`src/rtl/framed_command_led_controller_assert.svh`:
```
// ----------------------------------------------------------------------------
// Assertion macros for the framed command LED controller
// Concurrent checks that stay out of builds that define NO_ASSERTIONS.
// ----------------------------------------------------------------------------
`ifndef FRAMED_COMMAND_LED_CONTROLLER_ASSERT_SVH
`define FRAMED_COMMAND_LED_CONTROLLER_ASSERT_SVH

`ifndef NO_ASSERTIONS

// ante must be followed by cons on the same clock edge
`define FCL_ASSERT_IMPL(label, ante, cons, msg) \
	label: assert property (@(posedge clk) disable iff (!arst_n) (ante) |-> (cons)) \
		else $error(msg);

// expr must never be true
`define FCL_ASSERT_NEVER(label, expr, msg) \
	label: assert property (@(posedge clk) disable iff (!arst_n) !(expr)) \
		else $error(msg);

`else

`define FCL_ASSERT_IMPL(label, ante, cons, msg)
`define FCL_ASSERT_NEVER(label, expr, msg)

`endif

`endif

```
`src/rtl/fcl_pkg.sv`:
```
// ----------------------------------------------------------------------------
// fcl_pkg
// Shared types, byte codes and sizes of the framed command LED controller.
// ----------------------------------------------------------------------------
`timescale 1ns / 1ps

package fcl_pkg;

	localparam int NUM_LEDS   = 16;
	localparam int LED_IDX_W  = (NUM_LEDS > 1) ? $clog2(NUM_LEDS) : 1;
	localparam int NUM_PROTOS = 5;

	// frame bytes and command codes
	localparam logic [7:0] BYTE_START  = 8'h02;
	localparam logic [7:0] BYTE_END    = 8'h03;
	localparam logic [7:0] CMD_ALL_ON  = 8'h01;
	localparam logic [7:0] CMD_ALL_OFF = 8'h02;
	localparam logic [7:0] CMD_BRIGHT  = 8'h04;
	localparam logic [7:0] CMD_RED     = 8'h06;
	localparam logic [7:0] CMD_GREEN   = 8'h08;
	localparam logic [7:0] CMD_BLUE    = 8'h10;
	localparam logic [7:0] LEVEL_INIT  = 8'd128;

	typedef logic [2:0] proto_idx_t;
	localparam proto_idx_t P_RED   = 3'd0;
	localparam proto_idx_t P_GREEN = 3'd1;
	localparam proto_idx_t P_BLUE  = 3'd2;
	localparam proto_idx_t P_WHITE = 3'd3;
	localparam proto_idx_t P_SEL   = 3'd4;

	typedef struct packed {
		logic [7:0] g;
		logic [7:0] r;
		logic [7:0] b;
		logic [7:0] w;
	} pix_t;

	typedef enum logic [1:0] {
		ST_LED       = 2'd0,
		ST_END_ERR   = 2'd1,
		ST_BAD_INDEX = 2'd2,
		ST_BAD_CMD   = 2'd3
	} status_t;

	typedef enum logic [2:0] {
		PX_PASS,
		PX_LOAD,
		PX_ZERO,
		PX_SCALE,
		PX_REMAP
	} pix_op_t;

	typedef enum logic [2:0] {
		JOB_STATUS,
		JOB_ALL_ON,
		JOB_ALL_OFF,
		JOB_PAINT,
		JOB_BRIGHT
	} job_kind_t;

	// work handed from the frame decoder to the sequencer
	typedef struct packed {
		logic                 start;
		job_kind_t            kind;
		status_t              stat;
		proto_idx_t           which;
		logic [LED_IDX_W-1:0] target;
	} job_t;

endpackage

```
`src/rtl/fcl_pix_unit.sv`:
```
// ----------------------------------------------------------------------------
// fcl_pix_unit
// Shared colour word unit: pass, load, clear, brightness rescale, re-map.
// ----------------------------------------------------------------------------
`timescale 1ns / 1ps

module fcl_pix_unit (
	input  fcl_pkg::pix_op_t op,
	input  fcl_pkg::pix_t    word,
	input  fcl_pkg::pix_t    alt,
	input  logic [7:0]       level,
	input  fcl_pkg::pix_t    proto_r,
	input  fcl_pkg::pix_t    proto_g,
	input  fcl_pkg::pix_t    proto_b,
	input  fcl_pkg::pix_t    proto_w,
	output fcl_pkg::pix_t    result
);
	import fcl_pkg::*;

	pix_t scaled;
	pix_t mapped;

	always_comb begin
		scaled = word;
		if (word.r != 8'd0) scaled.r = level;
		if (word.g != 8'd0) scaled.g = level;
		if (word.b != 8'd0) scaled.b = level;
		if (word.w != 8'd0) scaled.w = level;

		// each test looks at what the previous one left
		mapped = word;
		if (mapped.r != 8'd0) mapped = proto_r;
		if (mapped.g != 8'd0) mapped = proto_g;
		if (mapped.b != 8'd0) mapped = proto_b;
		if (mapped.w != 8'd0) mapped = proto_w;

		unique case (op)
			PX_PASS:  result = word;
			PX_LOAD:  result = alt;
			PX_ZERO:  result = '0;
			PX_SCALE: result = scaled;
			PX_REMAP: result = mapped;
			default:  result = word;
		endcase
	end

endmodule

```
`src/rtl/fcl_framer.sv`:
```
// ----------------------------------------------------------------------------
// fcl_framer
// Frame decoder: start, command, argument, end byte; issues one job per frame.
// ----------------------------------------------------------------------------
`timescale 1ns / 1ps

module fcl_framer (
	input  logic          clk,
	input  logic          arst_n,
	input  logic          accept,
	input  logic [7:0]    rx_byte,
	output fcl_pkg::job_t job,
	output logic [7:0]    level
);
	import fcl_pkg::*;

	typedef enum logic [1:0] {
		PH_START,
		PH_CMD,
		PH_ARG,
		PH_END
	} phase_t;

	phase_t               phase_q;
	logic [7:0]           cmd_q;
	logic [LED_IDX_W-1:0] target_q;
	logic                 bad_q;
	logic [7:0]           level_q;
	logic                 is_colour;
	logic                 in_range;

	assign is_colour = (cmd_q == CMD_RED) || (cmd_q == CMD_GREEN) || (cmd_q == CMD_BLUE);
	assign in_range  = {1'b0, rx_byte} < 9'(NUM_LEDS);
	assign level     = level_q;

	always_comb begin
		job        = '0;
		job.kind   = JOB_STATUS;
		job.stat   = ST_LED;
		job.which  = P_RED;
		job.target = target_q;
		if (accept && phase_q == PH_END) begin
			job.start = 1'b1;
			if (rx_byte != BYTE_END) begin
				job.stat = ST_END_ERR;
			end else if (bad_q) begin
				job.stat = ST_BAD_INDEX;
			end else begin
				unique case (cmd_q)
					CMD_ALL_ON:  job.kind = JOB_ALL_ON;
					CMD_ALL_OFF: job.kind = JOB_ALL_OFF;
					CMD_BRIGHT:  job.kind = JOB_BRIGHT;
					CMD_RED: begin
						job.kind  = JOB_PAINT;
						job.which = P_RED;
					end
					CMD_GREEN: begin
						job.kind  = JOB_PAINT;
						job.which = P_GREEN;
					end
					CMD_BLUE: begin
						job.kind  = JOB_PAINT;
						job.which = P_BLUE;
					end
					default: job.stat = ST_BAD_CMD;
				endcase
			end
		end
	end

	always_ff @(posedge clk or negedge arst_n) begin
		if (!arst_n) begin
			phase_q  <= PH_START;
			cmd_q    <= 8'd0;
			target_q <= '0;
			bad_q    <= 1'b0;
			level_q  <= LEVEL_INIT;
		end else if (accept) begin
			unique case (phase_q)
				PH_START: begin
					if (rx_byte == BYTE_START) phase_q <= PH_CMD;
				end
				PH_CMD: begin
					cmd_q   <= rx_byte;
					phase_q <= PH_ARG;
				end
				PH_ARG: begin
					if (is_colour) begin
						if (in_range) begin
							target_q <= LED_IDX_W'(rx_byte);
							bad_q    <= 1'b0;
						end else begin
							bad_q <= 1'b1;
						end
					end else if (cmd_q == CMD_BRIGHT) begin
						level_q <= rx_byte;
					end
					phase_q <= PH_END;
				end
				PH_END: begin
					phase_q <= PH_START;
					if (rx_byte == BYTE_END) begin
						cmd_q <= 8'd0;
						if (bad_q) begin
							bad_q    <= 1'b0;
							target_q <= '0;
						end
					end
				end
			endcase
		end
	end

endmodule

```
`src/rtl/fcl_seq.sv`:
```
// ----------------------------------------------------------------------------
// fcl_seq
// Job sequencer: prototype rescale pass, LED store sweep, output register.
// ----------------------------------------------------------------------------
`timescale 1ns / 1ps
`include "framed_command_led_controller_assert.svh"

module fcl_seq (
	input  logic             clk,
	input  logic             arst_n,
	input  fcl_pkg::job_t    job,
	input  logic [7:0]       level,
	output logic             idle,
	output logic             out_valid,
	input  logic             out_ready,
	output fcl_pkg::status_t out_status,
	output logic [3:0]       out_num,
	output fcl_pkg::pix_t    out_pix,
	output logic             out_fin
);
	import fcl_pkg::*;

	typedef enum logic [1:0] {
		S_IDLE,
		S_SCALE,
		S_SWEEP,
		S_STAT
	} state_t;

	typedef enum logic [1:0] {
		SW_FILL,
		SW_ZERO,
		SW_PAINT,
		SW_REMAP
	} sweep_t;

	state_t               state_q;
	sweep_t               mode_q;
	logic [LED_IDX_W-1:0] idx_q;
	logic [LED_IDX_W-1:0] target_q;
	proto_idx_t           pidx_q;
	status_t              stat_q;
	logic                 any_lit_q;
	pix_t                 paint_q;
	pix_t                 store_q [NUM_LEDS];
	pix_t                 proto_q [NUM_PROTOS];

	logic                 out_valid_q;
	status_t              out_status_q;
	logic [3:0]           out_num_q;
	pix_t                 out_pix_q;
	logic                 out_fin_q;

	logic                 out_free;
	logic                 out_load;
	logic                 last_led;
	proto_idx_t           prd_idx;
	pix_t                 prd;
	pix_op_t              op;
	pix_t                 unit_in;
	pix_t                 unit_out;

	assign out_free = !out_valid_q || out_ready;
	// a new result goes into the output register this cycle
	assign out_load = out_free && (state_q == S_SWEEP || state_q == S_STAT);
	assign last_led = idx_q == LED_IDX_W'(NUM_LEDS - 1);
	// one prototype read port: job source when idle, rescale pointer otherwise
	assign prd_idx  = (state_q == S_IDLE) ? job.which : pidx_q;
	assign prd      = proto_q[prd_idx];
	assign unit_in  = (state_q == S_SCALE) ? prd : store_q[idx_q];

	always_comb begin
		op = PX_PASS;
		if (state_q == S_SCALE) begin
			op = PX_SCALE;
		end else begin
			unique case (mode_q)
				SW_FILL:  op = PX_LOAD;
				SW_ZERO:  op = PX_ZERO;
				SW_PAINT: op = (idx_q == target_q) ? PX_LOAD : PX_PASS;
				SW_REMAP: op = PX_REMAP;
			endcase
		end
	end

	fcl_pix_unit u_pix (
		.op      (op),
		.word    (unit_in),
		.alt     (paint_q),
		.level   (level),
		.proto_r (proto_q[P_RED]),
		.proto_g (proto_q[P_GREEN]),
		.proto_b (proto_q[P_BLUE]),
		.proto_w (proto_q[P_WHITE]),
		.result  (unit_out)
	);

	always_ff @(posedge clk or negedge arst_n) begin
		if (!arst_n) begin
			state_q      <= S_IDLE;
			mode_q       <= SW_FILL;
			idx_q        <= '0;
			target_q     <= '0;
			pidx_q       <= P_RED;
			stat_q       <= ST_LED;
			any_lit_q    <= 1'b0;
			paint_q      <= '0;
			out_valid_q  <= 1'b0;
			out_status_q <= ST_LED;
			out_num_q    <= 4'd0;
			out_pix_q    <= '0;
			out_fin_q    <= 1'b0;
			for (int i = 0; i < NUM_LEDS; i++) store_q[i] <= '0;
			// word order g, r, b, w; selected colour starts as white
			proto_q[P_RED]   <= {8'd0, LEVEL_INIT, 8'd0, 8'd0};
			proto_q[P_GREEN] <= {LEVEL_INIT, 24'd0};
			proto_q[P_BLUE]  <= {16'd0, LEVEL_INIT, 8'd0};
			proto_q[P_WHITE] <= {24'd0, LEVEL_INIT};
			proto_q[P_SEL]   <= {24'd0, LEVEL_INIT};
		end else begin
			if (out_valid_q && out_ready && !out_load) out_valid_q <= 1'b0;

			unique case (state_q)
				S_IDLE: begin
					if (job.start) begin
						idx_q <= '0;
						unique case (job.kind)
							JOB_STATUS: begin
								stat_q  <= job.stat;
								state_q <= S_STAT;
							end
							JOB_ALL_ON: begin
								any_lit_q <= 1'b1;
								paint_q   <= proto_q[P_SEL];
								mode_q    <= SW_FILL;
								state_q   <= S_SWEEP;
							end
							JOB_ALL_OFF: begin
								any_lit_q <= 1'b0;
								mode_q    <= SW_ZERO;
								state_q   <= S_SWEEP;
							end
							JOB_PAINT: begin
								any_lit_q      <= 1'b1;
								paint_q        <= prd;
								proto_q[P_SEL] <= prd;
								target_q       <= job.target;
								mode_q         <= SW_PAINT;
								state_q        <= S_SWEEP;
							end
							JOB_BRIGHT: begin
								pidx_q  <= P_RED;
								state_q <= S_SCALE;
							end
							default: state_q <= S_IDLE;
						endcase
					end
				end
				S_SCALE: begin
					proto_q[pidx_q] <= unit_out;
					if (pidx_q == P_SEL) begin
						mode_q  <= SW_REMAP;
						state_q <= any_lit_q ? S_SWEEP : S_IDLE;
					end else begin
						pidx_q <= pidx_q + 3'd1;
					end
				end
				S_SWEEP: begin
					if (out_free) begin
						store_q[idx_q] <= unit_out;
						out_valid_q    <= 1'b1;
						out_status_q   <= ST_LED;
						out_num_q      <= 4'(idx_q);
						out_pix_q      <= unit_out;
						out_fin_q      <= last_led;
						if (last_led) begin
							state_q <= S_IDLE;
						end else begin
							idx_q <= idx_q + 1'b1;
						end
					end
				end
				S_STAT: begin
					if (out_free) begin
						out_valid_q  <= 1'b1;
						out_status_q <= stat_q;
						out_num_q    <= 4'd0;
						out_pix_q    <= '0;
						out_fin_q    <= 1'b1;
						state_q      <= S_IDLE;
					end
				end
			endcase
		end
	end

	assign idle       = state_q == S_IDLE;
	assign out_valid  = out_valid_q;
	assign out_status = out_status_q;
	assign out_num    = out_num_q;
	assign out_pix    = out_pix_q;
	assign out_fin    = out_fin_q;

	`FCL_ASSERT_NEVER(a_scale_ptr, state_q == S_SCALE && pidx_q > P_SEL, "rescale pointer past prototypes")
	`FCL_ASSERT_NEVER(a_sweep_idx, state_q == S_SWEEP && idx_q > LED_IDX_W'(NUM_LEDS - 1), "sweep index out of range")
	`FCL_ASSERT_IMPL(a_status_item, out_valid_q && out_status_q != ST_LED, out_fin_q && out_pix_q == '0 && out_num_q == 4'd0, "status item not final or not blank")
	`FCL_ASSERT_IMPL(a_led_final, out_valid_q && out_status_q == ST_LED && out_fin_q, out_num_q == 4'(NUM_LEDS - 1), "refresh marked final early")

endmodule

```
`src/rtl/framed_command_led_controller.sv`:
```
// ----------------------------------------------------------------------------
// framed_command_led_controller
// Serial command frames in, refreshed RGBW LED words and status items out.
// ----------------------------------------------------------------------------
`timescale 1ns / 1ps

// Takes one received byte per transfer; frames are start 0x02, command,
// argument, end 0x03. The end byte hands a job to a sequencer that drives
// one shared colour word unit: a status job gives one item, a refresh walks
// the 16 LED words at one word per cycle while the output side does not
// stall, and a brightness command first rescales the five colour prototypes
// through the same unit, then re-maps the LEDs by a refresh if any LED is lit.
// in_ready is low while the sequencer works on a job. One output register
// holds the current result transfer, so the next byte can be taken while the
// last word still waits. Out-of-frame bytes are dropped; a bad end byte, bad
// LED index or unknown command each give one status item with zero colour
// fields and final_item set. A refresh marks its last LED word with
// final_item.

module framed_command_led_controller (
	input  logic       clk,
	input  logic       arst_n,
	input  logic       in_valid,
	output logic       in_ready,
	input  logic [7:0] rx_byte,
	output logic       out_valid,
	input  logic       out_ready,
	output logic [1:0] status,
	output logic [3:0] led_number,
	output logic [7:0] chan_green,
	output logic [7:0] chan_red,
	output logic [7:0] chan_blue,
	output logic [7:0] chan_white,
	output logic       final_item
);
	import fcl_pkg::*;

	job_t       job;
	logic [7:0] level;
	logic       seq_idle;
	logic       in_xfer;
	status_t    out_status;
	pix_t       out_pix;

	// bytes are only taken while the sequencer has no job in hand
	assign in_ready = seq_idle;
	assign in_xfer  = in_valid && in_ready;

	fcl_framer u_framer (
		.clk     (clk),
		.arst_n  (arst_n),
		.accept  (in_xfer),
		.rx_byte (rx_byte),
		.job     (job),
		.level   (level)
	);

	fcl_seq u_seq (
		.clk        (clk),
		.arst_n     (arst_n),
		.job        (job),
		.level      (level),
		.idle       (seq_idle),
		.out_valid  (out_valid),
		.out_ready  (out_ready),
		.out_status (out_status),
		.out_num    (led_number),
		.out_pix    (out_pix),
		.out_fin    (final_item)
	);

	// word layout follows the strip order: green, red, blue, white
	assign status     = out_status;
	assign chan_green = out_pix.g;
	assign chan_red   = out_pix.r;
	assign chan_blue  = out_pix.b;
	assign chan_white = out_pix.w;

endmodule
```
`config.mk`:
```
export PLATFORM = sky130hd
export DESIGN_NAME = framed_command_led_controller
export DESIGN_NICKNAME = d
export VERILOG_FILES = /design/src/rtl/fcl_pkg.sv /design/src/rtl/fcl_pix_unit.sv /design/src/rtl/fcl_framer.sv /design/src/rtl/fcl_seq.sv /design/src/rtl/framed_command_led_controller.sv
export VERILOG_INCLUDE_DIRS = /design/src /design/src/rtl
export SDC_FILE = /design/constraint.sdc
export NUM_CORES = 2
export LEC_CHECK = 0
export BUFFER_PORTS_ARGS = -buffer_cell sky130_fd_sc_hd__buf_4
export CAP_MARGIN = 15
export CORE_MARGIN = 4
export CORE_UTILIZATION = 50
export DETAILED_ROUTE_END_ITERATION = 7
export PLACE_DENSITY_LB_ADDON = 0.2
export SLEW_MARGIN = 20
export SYNTH_ARGS = -nofsm -noshare
export SYNTH_HDL_FRONTEND = slang
export SYNTH_HIERARCHICAL = 1
export SYNTH_SLANG_ARGS = --single-unit
```
`constraint.sdc`:
```
create_clock -name clk -period 11.45 [get_ports clk]
set_input_delay 0.5725 -clock clk [delete_from_list [all_inputs] [get_ports clk]]
set_output_delay 0.5725 -clock clk [all_outputs]
set_load 0.02 [all_outputs]
```
==> run_summary.xml <==
<?xml version="1.0" encoding="UTF-8"?>
<metrics>
  <group name="synth">
    <metric name="top_reg_cell_synth" unit="">dfrtp_1</metric>
    <metric name="mappedNetlistNets" unit="">3035</metric>
    <metric name="mappedNetlistArea" unit="mm²">0.03813</metric>
    <metric name="number_of_synthesized_register_bits" unit="">785</metric>
    <metric name="synth_largest_area_cell" unit="">dfrtp_1</metric>
    <metric name="post_synthesis_mean_instance_area" unit="µm²">12.66</metric>
    <metric name="synthArstFlopShare" unit="%">100.0</metric>
    <metric name="synth_sequential_area_ratio" unit="%">51.53</metric>
    <metric name="synth_commonest_cells" unit="">dfrtp_1 (779), mux2_2 (662), clkbuf_1 (168)</metric>
    <metric name="synth_enable_flop_cells" unit="">0</metric>
    <metric name="ys_top_cells_by_area" unit="">dfrtp_1 (51%), mux2_2 (20%), mux4_2 (4.6%), mux2i_1 (2.5%), clkbuf_1 (1.7%)</metric>
    <metric name="synthMostInstantiatedCell" unit="">dfrtp_1</metric>
    <metric name="synth.lib_cells_used.distinct" unit="">84</metric>
    <metric name="cell_count_after_synthesis" unit="">3012</metric>
    <metric name="yosysWarnings" unit="">6</metric>
    <metric name="synth_largest_type_area_fraction" unit="%">51.12</metric>
  </group>
  <group name="grt">
    <metric name="first_global_vias" unit="">27760</metric>
    <metric name="grt-ovfl-total" unit="">0</metric>
    <metric name="grt_pass1_wl" unit="µm">182600</metric>
    <metric name="grtUsageTotal" unit="%">29.95</metric>
    <metric name="pin_count_of_the_biggest_net_entering_global_routing" unit="">184</metric>
    <metric name="antenna_violations_before_repair" unit="">4</metric>
  </group>
  <group name="clock_tree">
    <metric name="clock_sink_count" unit="">785</metric>
    <metric name="cts_buffers" unit="">85</metric>
    <metric name="max-clock-path-buffers" unit="">3</metric>
    <metric name="cts_tree" unit="">yes</metric>
    <metric name="cts.repair.resized" unit="">0</metric>
    <metric name="cts-root-buf" unit="">clkbuf_16</metric>
    <metric name="clock_insertion_delay_worst_skew" unit="ns">0.64</metric>
    <metric name="cts_post_setup_buffers_inserted" unit="">0</metric>
    <metric name="cts.hold.buffers_added" unit="">0</metric>
    <metric name="htree_levels" unit="">3</metric>
    <metric name="clock_transition_time_at_the_flip_flop_clock_pins_of_the_worst_setup_and_hold_paths" unit="ns">0.06</metric>
  </group>
  <group name="detailed_routing">
    <metric name="drt.antenna.violating_nets" unit="">0</metric>
    <metric name="drc" unit="">0</metric>
    <metric name="detailroute.via_count" unit="">26920</metric>
    <metric name="wirelength" unit="µm">122100</metric>
    <metric name="detail_route.first_pass.iterations" unit="">6</metric>
    <metric name="vias_per_cell" unit="">6.744</metric>
    <metric name="drt_first_iter_violations" unit="">2791</metric>
    <metric name="routedWlPerCell" unit="µm">30.60</metric>
  </group>
  <group name="timing">
    <metric name="post_route_worst_hold_slack" unit="ns">-0.009502</metric>
    <metric name="final_period_minus_worst_setup_slack" unit="ns">8.770</metric>
    <metric name="totalNegativeSetupSlack" unit="ns">0</metric>
    <metric name="clock-skew-final" unit="ns">0.02590</metric>
    <metric name="drv_slew" unit="">0</metric>
    <metric name="setup_repair_after_global_routing_missed_its_margin" unit="">false</metric>
    <metric name="timing_worst_slew_pin_value" unit="ns">1.107</metric>
    <metric name="min_period_over_period" unit="%">76.60</metric>
    <metric name="finalSetupViolations" unit="">0</metric>
    <metric name="report.final.hold_viol_count" unit="">2</metric>
    <metric name="slew_headroom" unit="%">26.23</metric>
    <metric name="clock.fmax" unit="MHz">114.0</metric>
  </group>
  <group name="worst_setup_path">
    <metric name="cp.required" unit="ns">11.99</metric>
    <metric name="reg_to_reg_slack_setup" unit="ns">2.68</metric>
    <metric name="r2r-start" unit="">u_seq/state_q[1]$_DFFE_PN0P_</metric>
    <metric name="worst_path_largest_cell_delay" unit="ns">0.87</metric>
    <metric name="timing.critical_path.slowest_stage_cell" unit="">or3b_1</metric>
    <metric name="cp.arrival" unit="ns">9.31</metric>
    <metric name="regToRegEndpoint" unit="">u_seq/proto_q[23]$_DFFE_PN0P_</metric>
    <metric name="crit_path_max_fanout" unit="">25</metric>
    <metric name="worst_setup_path_start_kind" unit="">flop</metric>
    <metric name="worstSetupEndpoint" unit="">u_seq/proto_q[23]$_DFFE_PN0P_</metric>
    <metric name="cp-end-kind" unit="">flop</metric>
    <metric name="setup.worst_path.start" unit="">u_seq/state_q[1]$_DFFE_PN0P_</metric>
    <metric name="timing_worst_setup_path_type" unit="">flop to flop</metric>
    <metric name="cp_cell_sequence" unit="">or2_1 &gt; inv_1 &gt; and2_1 &gt; and2_1 &gt; nand3_1 &gt; nand3b_1 &gt; nor3_1 &gt; or3b_1 &gt; nand3_1 &gt; a21oi_1 &gt; nor4_1 &gt; a21oi_1 &gt; nor4_4 &gt; and2_0 &gt; o21a_1 &gt; nand2_1 &gt; o21a_2 &gt; o22ai_2 &gt; or3_1 &gt; o21ai_0 &gt; a31oi_1</metric>
    <metric name="timing.reg2reg.worst_path_depth" unit="">21</metric>
  </group>
  <group name="outcome">
    <metric name="violated_checks" unit="">negative hold slack</metric>
    <metric name="status" unit="">finished, violations left</metric>
  </group>
  <group name="floorplanning">
    <metric name="die_y" unit="µm">284.2</metric>
    <metric name="die-area" unit="mm²">0.08075</metric>
    <metric name="floorplan.rows" unit="">101</metric>
    <metric name="core_region_area" unit="mm²">0.07582</metric>
    <metric name="die_width" unit="µm">284.2</metric>
    <metric name="initial_core_util" unit="%">50.29</metric>
    <metric name="design.portCount" unit="">53</metric>
  </group>
  <group name="cells_and_area">
    <metric name="area_growth" unit="%">10.59</metric>
    <metric name="drive_above_1_share" unit="%">35.78</metric>
    <metric name="num-nets-final" unit="">2967</metric>
  </group>
  <group name="placed_design">
    <metric name="detailedPlacementHpwl" unit="µm">73270</metric>
    <metric name="port-buffer-count" unit="">52</metric>
    <metric name="gpl.final_weighted_congestion" unit="">0.9398</metric>
  </group>
  <group name="run">
    <metric name="max_cap_viol_count" unit="">0</metric>
  </group>
  <group name="power">
    <metric name="power_density" unit="mW/mm²">212.5</metric>
    <metric name="cellLeakagePower" unit="µW">0.01949</metric>
    <metric name="power.ir.vdd_worst" unit="V">0.0001856</metric>
  </group>
  <group name="min_path">
    <metric name="holdCritPathClass" unit="">input port to asynchronous set/reset pin</metric>
  </group>
</metrics>
routing by layer:
metal  share of wire (%)  track usage [%]
met1                  41            40.28
met2                  45            45.83
met3                 9.3            7.209
met4                 5.3            14.86
met5               0.019                0
power breakdown:
part	total [µW]	internal [µW]	switching, µW
clock	2810	1680	1130
combinational	2990	880	2110
sequential	3160	2960	201
metrics by stage:
stage               setup WS (ns)  utilization, %  total power, µW  cell area [µm²]  instances
floorplan                   5.853               -             4980            38130       3012
global placement            3.465           51.79             6043            39270       3834
detailed placement          3.108           51.79             6109            39270       3834
CTS                         3.040           55.57             8921            42140       3990
global route                2.374           55.61             9262            42170       3991
finish                      2.680           55.62             8962            42170       3992
logic make-up after synthesis:
logic type               Yosys count  synth area share (%)
other                              1              0.009834
XOR/XNOR                          10                0.2297
AND/OR/NAND/NOR                  486                 7.176
flip-flops                       785                 51.53
buffers and inverters            305                 3.517
multiplexers                     865                 27.54
AO/OA/AOI/OAI                    549                 9.630
adder cells (fa/ha/maj)           11                0.3609
registers in the layout, indices dropped and copies added, names as in the netlist, 2 cells and up:
register / flops
u_seq/store_q: 512
u_seq/proto_q: 160
u_seq/out_pix: 32
u_seq/paint_q: 32
u_framer/cmd_q: 8
u_framer/level: 8
u_framer/target_q: 4
u_seq/idx_q: 4
u_seq/out_num: 4
u_seq/target_q: 4
u_seq/pidx_q: 3
u_framer/phase_q: 2
u_seq/mode_q: 2
u_seq/out_status: 2
u_seq/stat_q: 2
u_seq/state_q: 2
placed cells by master, fill, tap and decap left out, types with 10 or more instances in the layout:
master       n
clkinv_2    15
mux4_2      78
o21a_1      11
nor2b_1     20
or3_1       42
nand3_1     37
nor2_1      57
a21oi_1     95
nor3_1      58
o22ai_1     54
buf_4      124
a2bb2oi_1   17
a32oi_1     11
o21ai_0     92
clkbuf_1    24
mux2i_1     95
inv_1       19
clkbuf_16   89
a22o_1      36
and2_1      21
mux2_1      29
o21ai_1     26
ha_1        11
dfrtp_1    777
nor3b_1     10
clkbuf_8    14
mux2_2     662
nor4_1      38
nand2_1    102
and3_2      13
a22oi_1     47
a31oi_1     55
worst max-delay path, delay by kind of cell (launching register included):
family,cells,cell delay [ns]
AO/OA/AOI/OAI,7,2.45
buffers and inverters,1,0.12
flip-flops,1,0.69
AND/OR/NAND/NOR,13,5.41
area by class of cell:
class	count	area [µm²]
Clock buffer	127	2510
Timing Repair Buffer	131	1065
Multi-Input combinational cell	1922	17280
Antenna cell	1	2.502
Inverter	19	71.32
Sequential cell	785	19660
Fill cell	6195	33650
Tap cell	978	1224
Clock inverter	29	359.1
worst min path at each step:
stage / end / slack (ns)
global placement: u_seq/out_status[0]$_DFFE_PN0P_ / 0.46
detailed placement: u_seq/any_lit_q$_DFFE_PN0P_ / 0.47
finish: u_seq/store_q[501]$_DFFE_PN0P_ / -0.01
floorplan: u_framer/bad_q$_DFFE_PN0P_ / 0.28
global route: u_seq/store_q[53]$_DFFE_PN0P_ / 0.07
CTS: u_seq/store_q[501]$_DFFE_PN0P_ / 0.03
(Power assumes the default switching activity.)
